$ cat config.mk
export PLATFORM = sky130hd
export DESIGN_NAME = sorted_list_table
export DESIGN_NICKNAME = d
export VERILOG_FILES = /design/src/rtl/slt_pkg.sv /design/src/rtl/slt_ram.sv /design/src/rtl/slt_ctrl.sv /design/src/rtl/slt_dpath.sv /design/src/rtl/sorted_list_table.sv
export SDC_FILE = /design/constraint.sdc
export NUM_CORES = 1
export LEC_CHECK = 0
export BUFFER_PORTS_ARGS = -buffer_cell sky130_fd_sc_hd__buf_2
export CORE_UTILIZATION = 55
export CTS_CLUSTER_SIZE = 28
export DETAILED_ROUTE_END_ITERATION = 10
export PLACE_DENSITY = 0.74
export SYNTH_ARGS = -nofsm -noshare
export SYNTH_HDL_FRONTEND = slang
export SYNTH_SLANG_ARGS = --single-unit
$ cat constraint.sdc
create_clock -name clk_i -period 15.8 [get_ports clk_i]
set_input_delay 0.79 -clock clk_i [delete_from_list [all_inputs] [get_ports clk_i]]
set_output_delay 0.79 -clock clk_i [all_outputs]
set_load 0.1 [all_outputs]
$ cat src/rtl/slt_pkg.sv
// shared types and codes for the sorted list table
package slt_pkg;

  // operation codes carried by an input item
  typedef enum logic [1:0] {
    MODE_INSERT = 2'd0,
    MODE_DUMP   = 2'd1,
    MODE_REMOVE = 2'd2,
    MODE_CLEAR  = 2'd3
  } mode_e;

  // result status codes
  typedef enum logic [1:0] {
    ST_OK        = 2'd0,
    ST_EMPTY     = 2'd1,
    ST_FULL      = 2'd2,
    ST_NOT_FOUND = 2'd3
  } status_e;

  // controller states
  typedef enum logic [2:0] {
    S_IDLE,
    S_INS,
    S_INS_PUT,
    S_REM,
    S_DUMP,
    S_FIN
  } state_e;

  // kind of single result pending at the end of an operation
  typedef enum logic [2:0] {
    FIN_INS,
    FIN_CLR,
    FIN_REM,
    FIN_EMPTY,
    FIN_FULL
  } fin_e;

  // walk index update
  typedef enum logic [2:0] {
    IDX_HOLD,
    IDX_TOP,
    IDX_ZERO,
    IDX_DEC,
    IDX_INC
  } idx_op_e;

  // memory write selection
  typedef enum logic [2:0] {
    WR_NONE,
    WR_SHIFT,
    WR_ABOVE,
    WR_BOTTOM,
    WR_KEEP
  } wr_op_e;

  // entry count update
  typedef enum logic [1:0] {
    CNT_HOLD,
    CNT_INC,
    CNT_ZERO,
    CNT_KEPT
  } cnt_op_e;

  // result register load
  typedef enum logic [2:0] {
    RES_NONE,
    RES_OK,
    RES_EMPTY,
    RES_FULL,
    RES_REMOVE,
    RES_DUMP
  } res_e;

  typedef struct packed {
    logic    load_in;
    idx_op_e idx_op;
    logic    rd_en;
    wr_op_e  wr_op;
    logic    kept_clr;
    logic    kept_inc;
    cnt_op_e cnt_op;
    res_e    res;
  } cmd_t;

  typedef struct packed {
    logic count_zero;
    logic count_full;
    logic idx_zero;
    logic idx_last;
    logic ge;
    logic eq;
    logic out_free;
  } sts_t;

endpackage

$ cat src/rtl/slt_ram.sv
// generic single write port ram with registered read
module slt_ram #(
  parameter int WIDTH = 32,
  parameter int DEPTH = 16
) (
  input  logic                     clk_i,
  input  logic                     we_i,
  input  logic [$clog2(DEPTH)-1:0] waddr_i,
  input  logic [WIDTH-1:0]         wdata_i,
  input  logic                     re_i,
  input  logic [$clog2(DEPTH)-1:0] raddr_i,
  output logic [WIDTH-1:0]         rdata_o
);

  logic [WIDTH-1:0] mem_q [DEPTH];
  logic [WIDTH-1:0] rdata_q;

  // write port
  always_ff @(posedge clk_i) begin
    if (we_i) begin
      mem_q[waddr_i] <= wdata_i;
    end
  end

  // read port, data holds while no read is issued
  always_ff @(posedge clk_i) begin
    if (re_i) begin
      rdata_q <= mem_q[raddr_i];
    end
  end

  assign rdata_o = rdata_q;

endmodule

$ cat src/rtl/slt_ctrl.sv
// operation sequencer for the sorted list table
module slt_ctrl (
  input  logic          clk_i,
  input  logic          rst_ni,
  input  logic          in_valid_i,
  output logic          in_ready_o,
  input  logic [1:0]    mode_i,
  input  slt_pkg::sts_t sts_i,
  output slt_pkg::cmd_t cmd_o
);
  import slt_pkg::*;

  state_e state_q, state_d;
  fin_e   fin_q, fin_d;

  // state register
  always_ff @(posedge clk_i or negedge rst_ni) begin
    if (!rst_ni) begin
      state_q <= S_IDLE;
      fin_q   <= FIN_EMPTY;
    end else begin
      state_q <= state_d;
      fin_q   <= fin_d;
    end
  end

  assign in_ready_o = (state_q == S_IDLE);

  // next state and commands
  always_comb begin
    state_d = state_q;
    fin_d   = fin_q;
    cmd_o   = '{load_in: 1'b0, idx_op: IDX_HOLD, rd_en: 1'b0, wr_op: WR_NONE,
                kept_clr: 1'b0, kept_inc: 1'b0, cnt_op: CNT_HOLD, res: RES_NONE};
    case (state_q)
      S_IDLE: begin
        if (in_valid_i) begin
          cmd_o.load_in = 1'b1;
          case (mode_e'(mode_i))
            MODE_INSERT: begin
              if (sts_i.count_full) begin
                fin_d   = FIN_FULL;
                state_d = S_FIN;
              end else if (sts_i.count_zero) begin
                state_d = S_INS_PUT;
              end else begin
                cmd_o.idx_op = IDX_TOP;
                cmd_o.rd_en  = 1'b1;
                state_d      = S_INS;
              end
            end
            MODE_DUMP: begin
              if (sts_i.count_zero) begin
                fin_d   = FIN_EMPTY;
                state_d = S_FIN;
              end else begin
                cmd_o.idx_op = IDX_ZERO;
                cmd_o.rd_en  = 1'b1;
                state_d      = S_DUMP;
              end
            end
            MODE_REMOVE: begin
              if (sts_i.count_zero) begin
                fin_d   = FIN_EMPTY;
                state_d = S_FIN;
              end else begin
                cmd_o.idx_op   = IDX_ZERO;
                cmd_o.rd_en    = 1'b1;
                cmd_o.kept_clr = 1'b1;
                state_d        = S_REM;
              end
            end
            MODE_CLEAR: begin
              fin_d   = sts_i.count_zero ? FIN_EMPTY : FIN_CLR;
              state_d = S_FIN;
            end
            default: begin
              state_d = S_IDLE;
            end
          endcase
        end
      end
      // walk down from the top, moving larger or equal entries up one place
      S_INS: begin
        if (sts_i.ge) begin
          cmd_o.wr_op = WR_SHIFT;
          if (sts_i.idx_zero) begin
            state_d = S_INS_PUT;
          end else begin
            cmd_o.idx_op = IDX_DEC;
            cmd_o.rd_en  = 1'b1;
          end
        end else begin
          cmd_o.wr_op = WR_ABOVE;
          fin_d       = FIN_INS;
          state_d     = S_FIN;
        end
      end
      S_INS_PUT: begin
        cmd_o.wr_op = WR_BOTTOM;
        fin_d       = FIN_INS;
        state_d     = S_FIN;
      end
      // compact the table, dropping matching entries
      S_REM: begin
        if (!sts_i.eq) begin
          cmd_o.wr_op    = WR_KEEP;
          cmd_o.kept_inc = 1'b1;
        end
        if (sts_i.idx_last) begin
          fin_d   = FIN_REM;
          state_d = S_FIN;
        end else begin
          cmd_o.idx_op = IDX_INC;
          cmd_o.rd_en  = 1'b1;
        end
      end
      // one result per entry, next read only once the slot is taken
      S_DUMP: begin
        if (sts_i.out_free) begin
          cmd_o.res = RES_DUMP;
          if (sts_i.idx_last) begin
            state_d = S_IDLE;
          end else begin
            cmd_o.idx_op = IDX_INC;
            cmd_o.rd_en  = 1'b1;
          end
        end
      end
      S_FIN: begin
        if (sts_i.out_free) begin
          state_d = S_IDLE;
          case (fin_q)
            FIN_INS: begin
              cmd_o.res    = RES_OK;
              cmd_o.cnt_op = CNT_INC;
            end
            FIN_CLR: begin
              cmd_o.res    = RES_OK;
              cmd_o.cnt_op = CNT_ZERO;
            end
            FIN_REM: begin
              cmd_o.res    = RES_REMOVE;
              cmd_o.cnt_op = CNT_KEPT;
            end
            FIN_FULL: begin
              cmd_o.res = RES_FULL;
            end
            default: begin
              cmd_o.res = RES_EMPTY;
            end
          endcase
        end
      end
      default: begin
        state_d = S_IDLE;
      end
    endcase
  end

endmodule

$ cat src/rtl/slt_dpath.sv
// storage, walk index and result register of the sorted list table
module slt_dpath #(
  parameter int DEPTH       = 16,
  parameter int VALUE_WIDTH = 32
) (
  input  logic               clk_i,
  input  logic               rst_ni,
  input  logic signed [31:0] value_i,
  input  slt_pkg::cmd_t      cmd_i,
  output slt_pkg::sts_t      sts_o,
  output logic               out_valid_o,
  input  logic               out_ready_i,
  output logic [1:0]         status_o,
  output logic signed [31:0] item_value_o,
  output logic [4:0]         removed_count_o,
  output logic               last_o
);
  import slt_pkg::*;

  localparam int IW = $clog2(DEPTH);
  localparam int CW = $clog2(DEPTH + 1);

  logic signed [VALUE_WIDTH-1:0] value_q;
  logic [IW-1:0]                 idx_q, idx_d;
  logic [CW-1:0]                 count_q, kept_q;
  logic [VALUE_WIDTH-1:0]        rdata;
  logic                          we;
  logic [IW-1:0]                 waddr;
  logic [VALUE_WIDTH-1:0]        wdata;
  logic                          out_valid_q;
  status_e                       status_q;
  logic signed [31:0]            item_q;
  logic [4:0]                    rcount_q;
  logic                          last_q;
  logic                          none_removed;

  // operand latch, wrapped to the stored width
  always_ff @(posedge clk_i) begin
    if (cmd_i.load_in) begin
      value_q <= VALUE_WIDTH'(value_i);
    end
  end

  // next walk index, also the read address of the RAM
  always_comb begin
    case (cmd_i.idx_op)
      IDX_TOP:  idx_d = IW'(count_q - CW'(1));
      IDX_ZERO: idx_d = '0;
      IDX_DEC:  idx_d = idx_q - IW'(1);
      IDX_INC:  idx_d = idx_q + IW'(1);
      default:  idx_d = idx_q;
    endcase
  end

  always_ff @(posedge clk_i or negedge rst_ni) begin
    if (!rst_ni) begin
      idx_q <= '0;
    end else begin
      idx_q <= idx_d;
    end
  end

  // write port selection
  always_comb begin
    we    = 1'b1;
    waddr = idx_q + IW'(1);
    wdata = rdata;
    case (cmd_i.wr_op)
      WR_SHIFT: begin
        waddr = idx_q + IW'(1);
        wdata = rdata;
      end
      WR_ABOVE: begin
        waddr = idx_q + IW'(1);
        wdata = value_q;
      end
      WR_BOTTOM: begin
        waddr = '0;
        wdata = value_q;
      end
      WR_KEEP: begin
        waddr = IW'(kept_q);
        wdata = rdata;
      end
      default: begin
        we = 1'b0;
      end
    endcase
  end

  slt_ram #(
    .WIDTH(VALUE_WIDTH),
    .DEPTH(DEPTH)
  ) u_ram (
    .clk_i  (clk_i),
    .we_i   (we),
    .waddr_i(waddr),
    .wdata_i(wdata),
    .re_i   (cmd_i.rd_en),
    .raddr_i(idx_d),
    .rdata_o(rdata)
  );

  // entry count and kept count
  always_ff @(posedge clk_i or negedge rst_ni) begin
    if (!rst_ni) begin
      count_q <= '0;
      kept_q  <= '0;
    end else begin
      if (cmd_i.kept_clr) begin
        kept_q <= '0;
      end else if (cmd_i.kept_inc) begin
        kept_q <= kept_q + CW'(1);
      end
      case (cmd_i.cnt_op)
        CNT_INC:  count_q <= count_q + CW'(1);
        CNT_ZERO: count_q <= '0;
        CNT_KEPT: count_q <= kept_q;
        default:  count_q <= count_q;
      endcase
    end
  end

  // status toward the controller
  assign sts_o.count_zero = (count_q == '0);
  assign sts_o.count_full = (count_q == CW'(DEPTH));
  assign sts_o.idx_zero   = (idx_q == '0);
  assign sts_o.idx_last   = ((CW'(idx_q) + CW'(1)) == count_q);
  assign sts_o.ge         = ($signed(rdata) >= value_q);
  assign sts_o.eq         = (rdata == value_q);
  assign sts_o.out_free   = !out_valid_q || out_ready_i;

  assign none_removed = (kept_q == count_q);

  // output valid flag
  always_ff @(posedge clk_i or negedge rst_ni) begin
    if (!rst_ni) begin
      out_valid_q <= 1'b0;
    end else if (cmd_i.res != RES_NONE) begin
      out_valid_q <= 1'b1;
    end else if (out_ready_i) begin
      out_valid_q <= 1'b0;
    end
  end

  // output payload
  always_ff @(posedge clk_i) begin
    if (cmd_i.res != RES_NONE) begin
      item_q   <= '0;
      rcount_q <= '0;
      last_q   <= 1'b1;
      case (cmd_i.res)
        RES_EMPTY: status_q <= ST_EMPTY;
        RES_FULL:  status_q <= ST_FULL;
        RES_REMOVE: begin
          status_q <= none_removed ? ST_NOT_FOUND : ST_OK;
          rcount_q <= none_removed ? 5'd0 : 5'(count_q - kept_q);
        end
        RES_DUMP: begin
          status_q <= ST_OK;
          item_q   <= 32'($signed(rdata));
          last_q   <= sts_o.idx_last;
        end
        default:   status_q <= ST_OK;
      endcase
    end
  end

  assign out_valid_o     = out_valid_q;
  assign status_o        = status_q;
  assign item_value_o    = item_q;
  assign removed_count_o = rcount_q;
  assign last_o          = last_q;

endmodule

$ cat src/rtl/sorted_list_table.sv
// top level of the sorted list table
// Keeps up to DEPTH signed values in ascending order in a RAM with one
// write port and one registered read port. Each input transfer on
// in_valid_i/in_ready_o carries mode_i and value_i: insert (ahead of equal
// entries), dump, remove all matches, or clear. Results leave on
// out_valid_o/out_ready_i; last_o marks the final result of an operation.
// A dump gives one result per entry (one on an empty table); every other operation gives one.
// An insert on a full table is refused; an insert walks down from the top
// entry, a remove walks the whole table and a dump reads every entry, each
// at one entry per cycle through the one read and one write port of the
// RAM; a dump walk waits while a result is not taken by the receiver.
// A new item is taken as soon as the sequencer is back to idle, while the
// last result may still sit in the output register; a stalled receiver
// holds the walk of a dump and the final result of the next operation.
// Reset empties the table by clearing the entry count; RAM contents are
// not cleared and locations at or above the count are never read.
module sorted_list_table #(
  parameter int DEPTH       = 16,
  parameter int VALUE_WIDTH = 32
) (
  input  logic               clk_i,
  input  logic               rst_ni,
  input  logic               in_valid_i,
  output logic               in_ready_o,
  input  logic [1:0]         mode_i,
  input  logic signed [31:0] value_i,
  output logic               out_valid_o,
  input  logic               out_ready_i,
  output logic [1:0]         status_o,
  output logic signed [31:0] item_value_o,
  output logic [4:0]         removed_count_o,
  output logic               last_o
);
  import slt_pkg::*;

  cmd_t cmd;
  sts_t sts;

  slt_ctrl u_ctrl (
    .clk_i     (clk_i),
    .rst_ni    (rst_ni),
    .in_valid_i(in_valid_i),
    .in_ready_o(in_ready_o),
    .mode_i    (mode_i),
    .sts_i     (sts),
    .cmd_o     (cmd)
  );

  slt_dpath #(
    .DEPTH      (DEPTH),
    .VALUE_WIDTH(VALUE_WIDTH)
  ) u_dpath (
    .clk_i          (clk_i),
    .rst_ni         (rst_ni),
    .value_i        (value_i),
    .cmd_i          (cmd),
    .sts_o          (sts),
    .out_valid_o    (out_valid_o),
    .out_ready_i    (out_ready_i),
    .status_o       (status_o),
    .item_value_o   (item_value_o),
    .removed_count_o(removed_count_o),
    .last_o         (last_o)
  );

  // any non-ok result closes its operation
  a_err_is_last: assert property (@(posedge clk_i) disable iff (!rst_ni)
    out_valid_o && (status_o != ST_OK) |-> last_o)
    else $error("error status without last");

  // a remove count only comes with an ok, final, valueless result
  a_remove_shape: assert property (@(posedge clk_i) disable iff (!rst_ni)
    out_valid_o && (removed_count_o != 5'd0) |->
      (status_o == ST_OK) && last_o && (item_value_o == 32'sd0))
    else $error("malformed remove result");

  // the table is never written while the sequencer is idle
  a_idle_no_write: assert property (@(posedge clk_i) disable iff (!rst_ni)
    in_ready_o |-> (cmd.wr_op == WR_NONE) && (cmd.cnt_op == CNT_HOLD))
    else $error("table update while idle");

  // a finished result is taken into the output register only when it is free
  a_no_overwrite: assert property (@(posedge clk_i) disable iff (!rst_ni)
    (cmd.res != RES_NONE) |-> !out_valid_o || out_ready_i)
    else $error("result overwritten before transfer");

endmodule

==> flow_summary.toml <==
[cells_and_area]
final_layout_size_suffix_gt1_share_pct = 17.83
diodes = 0
fill_cells = 3320
fin_util_pct = 63.02
areaGrowthSynthToFinish_pct = 13.11
nNetsFinal = 1835

[outcome]
status = "finished clean"

[flow_run]
maxCapViolCount = 0

[sta]
fin_tns_setup_ns = 0
max-slew-margin-rel_pct = 26.46
hold_viol = 0
post-route-period-util_pct = 48.29
rsz0062_at_grt = "false"
tightest_slew_ns = 1.103
final.min_clock_period_ns = 7.630
setup_viol = 0
max_freq_mhz = 131.1
skew_ns = 0.02519
slew_violations = 0

[setup_path]
crit_required_ns = 16.12
setup.worst_path.end_class = "flop"
critPathLaunchType = "flop"
cp.arrival_ns = 7.95
crit_path_max_fanout = 132
crit_type = "reg2reg"

[grt]
gr-usage-met1_pct = 34.38
antenna_found_initial = 1
grt_pass1_wl_um = 93180
overflow = 0
grt_max_degree = 133
grtUsageTotal_pct = 25.64
grt_pass1_vias = 15270
use_met2_pct = 42.13
grt.busiest_layer = "met2"
met3_usage_pct = 4.360

[synthesis]
yosys.area_share.simple_pct = 5.075
ys_seq_area_share_pct = 71.52
synth-seq-cells = 637
ys.flop_type = "edfxtp_1"
synth-xor-area-share_pct = 0.7431
yosysWarnings = 0
syn_inst = 1650
async_flop_share_pct = 3.297
synth_edf_count = 616
ys_types = 73
synth_fp_nets = 1736
syn_area_mm2 = 0.02660
synth_top_family_by_area = "multiplexers"
synth_compound_area_share_pct = 7.563
avgSynthCellArea_um2 = 16.12
synth.area.mux_share_pct = 9.929
yosys.area_share.adder_pct = 2.286

[floorplan]
ioPinCount = 80
start_util_pct = 55.72
die_area_mm2 = 0.04925
coreArea_mm2 = 0.04775
die_x_um = 221.9
die_h_um = 221.9
core.rowCount = 80

[drt]
drtIter0Drc = 1500
routed-via-count = 15170
drc = 0
dr.pass1.iters = 7
antenna_left = 0
viasPerCell = 6.282
routedWlPerCell_um = 26.07
routed_wl_um = 62970

[place]
dp_hpwl_um = 34060
gp_congestion = 0.8406
port_buffers = 79

[clock_network]
cts_hold_buf = 0
path_clk_slew_ns = 0.06
cts_buffers = 66
post_cts_buffers = 0
root_buffer = "clkbuf_16"
cts_tree = "yes"
worstSkewPairLatency_ns = 0.61
cts_sinks = 637
cts_resized = 0
h-tree-depth = 3
clockBufferDepth = 3

[worst_hold_path]
hold_class = "in2async"
-- cell type report --
class,instances,area [um^2],area share (%)
clock inverter,42,543.0,1.805
sequential,637,19030,63.23
multi-input combinational,843,7004,23.28
inverter,86,322.8,1.073
clock buffer,77,1745,5.801
tap,615,769.5,2.557
timing repair buffer,115,678.2,2.254
-- path summary, 6_finish.rpt --
check / startpoint / end / slack [ns] / depth (start not counted)
min: rst_ni / u_dpath.idx_q[2]$_DFF_PN0_ / 0.18 / 1
min reg2reg: u_ctrl.fin_q[0]$_DFFE_PN1P_ / u_ctrl.fin_q[0]$_DFFE_PN1P_ / 0.56 / 2
max: u_dpath.u_ram.rdata_o[31]$_DFFE_PP_ / u_dpath.u_ram.rdata_o[16]$_DFFE_PP_ / 8.17 / 14
min in group clk_i: value_i[5] / u_dpath.value_q[5]$_DFFE_PP_ / 0.36 / 1
max reg2reg: u_dpath.u_ram.rdata_o[31]$_DFFE_PP_ / u_dpath.u_ram.rdata_o[16]$_DFFE_PP_ / 8.17 / 14
max in group asynchronous: rst_ni / u_ctrl.fin_q[0]$_DFFE_PN1P_ / 15.24 / 1
-- synth_stat cells, drive strengths merged (37+ instances only) --
cell type / instances / area (um^2)
buf: 47 / 302.8
mux2: 63 / 709.4
nor2: 49 / 191.4
o22ai: 98 / 613.1
mux2i: 193 / 1932
inv: 85 / 319.1
clkbuf: 37 / 141.4
nand2: 41 / 153.9
edfxtp: 616 / 18500
ha: 47 / 588.1
o211ai: 101 / 763.2
-- registers in the layout, indices dropped and copies added (netlist names), named ones only --
register / flops
u_dpath.status_o: 2
u_dpath.last_o: 1
u_dpath.kept_q: 5
u_dpath.item_value_o: 32
u_dpath.out_valid_o: 1
u_dpath.u_ram.mem_q: 512
u_dpath.removed_count_o: 5
u_ctrl.fin_q: 3
u_dpath.value_q: 32
u_ctrl.state_q: 3
u_dpath.count_q: 5
u_dpath.idx_q: 3
u_dpath.u_ram.rdata_o: 32
-- worst max-delay path, cell delays in order (launching register included) --
cell       delay (ns)
edfxtp_1         0.46
ha_1             0.42
nand4_1          0.31
nor4_1           0.98
inv_1            0.14
a311oi_1         0.39
or2_4            0.25
a2bb2oi_4        0.15
buf_4            0.46
o21a_4           0.85
buf_12           0.69
buf_4            0.99
mux2_2           0.42
o211ai_1         0.17
or4b_1           0.46
-- routing by layer --
metal	wire length, um	share of wire (%)
met1	25560	41
met2	30670	49
met3	4595	7.3
met4	2136	3.4
met5	8	0.013
-- per-stage QoR --
stage / hold WS (ns) / cells / setup WS (ns) / area (um^2)
after floorplan: 0.4719 / 1650 / 10.74 / 26600
after global placement: 0.5109 / 2296 / 8.447 / 27800
after detailed placement: 0.5345 / 2296 / 8.269 / 27800
after CTS: 0.1700 / 2415 / 8.240 / 30090
after global routing: 0.1967 / 2415 / 7.943 / 30090
final: 0.1804 / 2415 / 8.170 / 30090
-- placed cells by master (no fill, tap or decap), types with 3 or more instances in the layout --
cell type and count:
edfxtp_1 616, mux2i_1 193, o211ai_1 100, o22ai_1 98, inv_1 82, buf_2 79, clkbuf_16 68, mux2_2 63
ha_1 47, nand2_1 41, buf_4 35, or4b_1 32, and2_1 31, nor2_1 30, a21oi_1 26, o21ai_0 24
nor2_4 19, dfrtp_1 19, nand4_1 17, clkinv_1 16, bufinv_16 12, xnor2_1 11, nor3_1 11, xor2_1 9
clkbuf_1 8, a21o_1 7, nand3_1 6, nor2b_1 6, and3_1 5, or3_1 5, nand2b_1 5, clkinv_2 5
nand3_2 4, inv_6 4, clkinvlp_4 4, inv_2 3
-- cell families (layout without fill, tap and decap cells) --
kind of cell | count (synthesis) | in the layout
compound gates | 289 | 289
simple gates | 229 | 229
fa+ha+maj | 48 | 48
xor+xnor | 21 | 21
mux | 256 | 256
buf+inv | 170 | 320
flops | 637 | 637
Power is not shown: default switching activity piles up to over one toggle a cycle in this logic, so the estimate is an artifact.
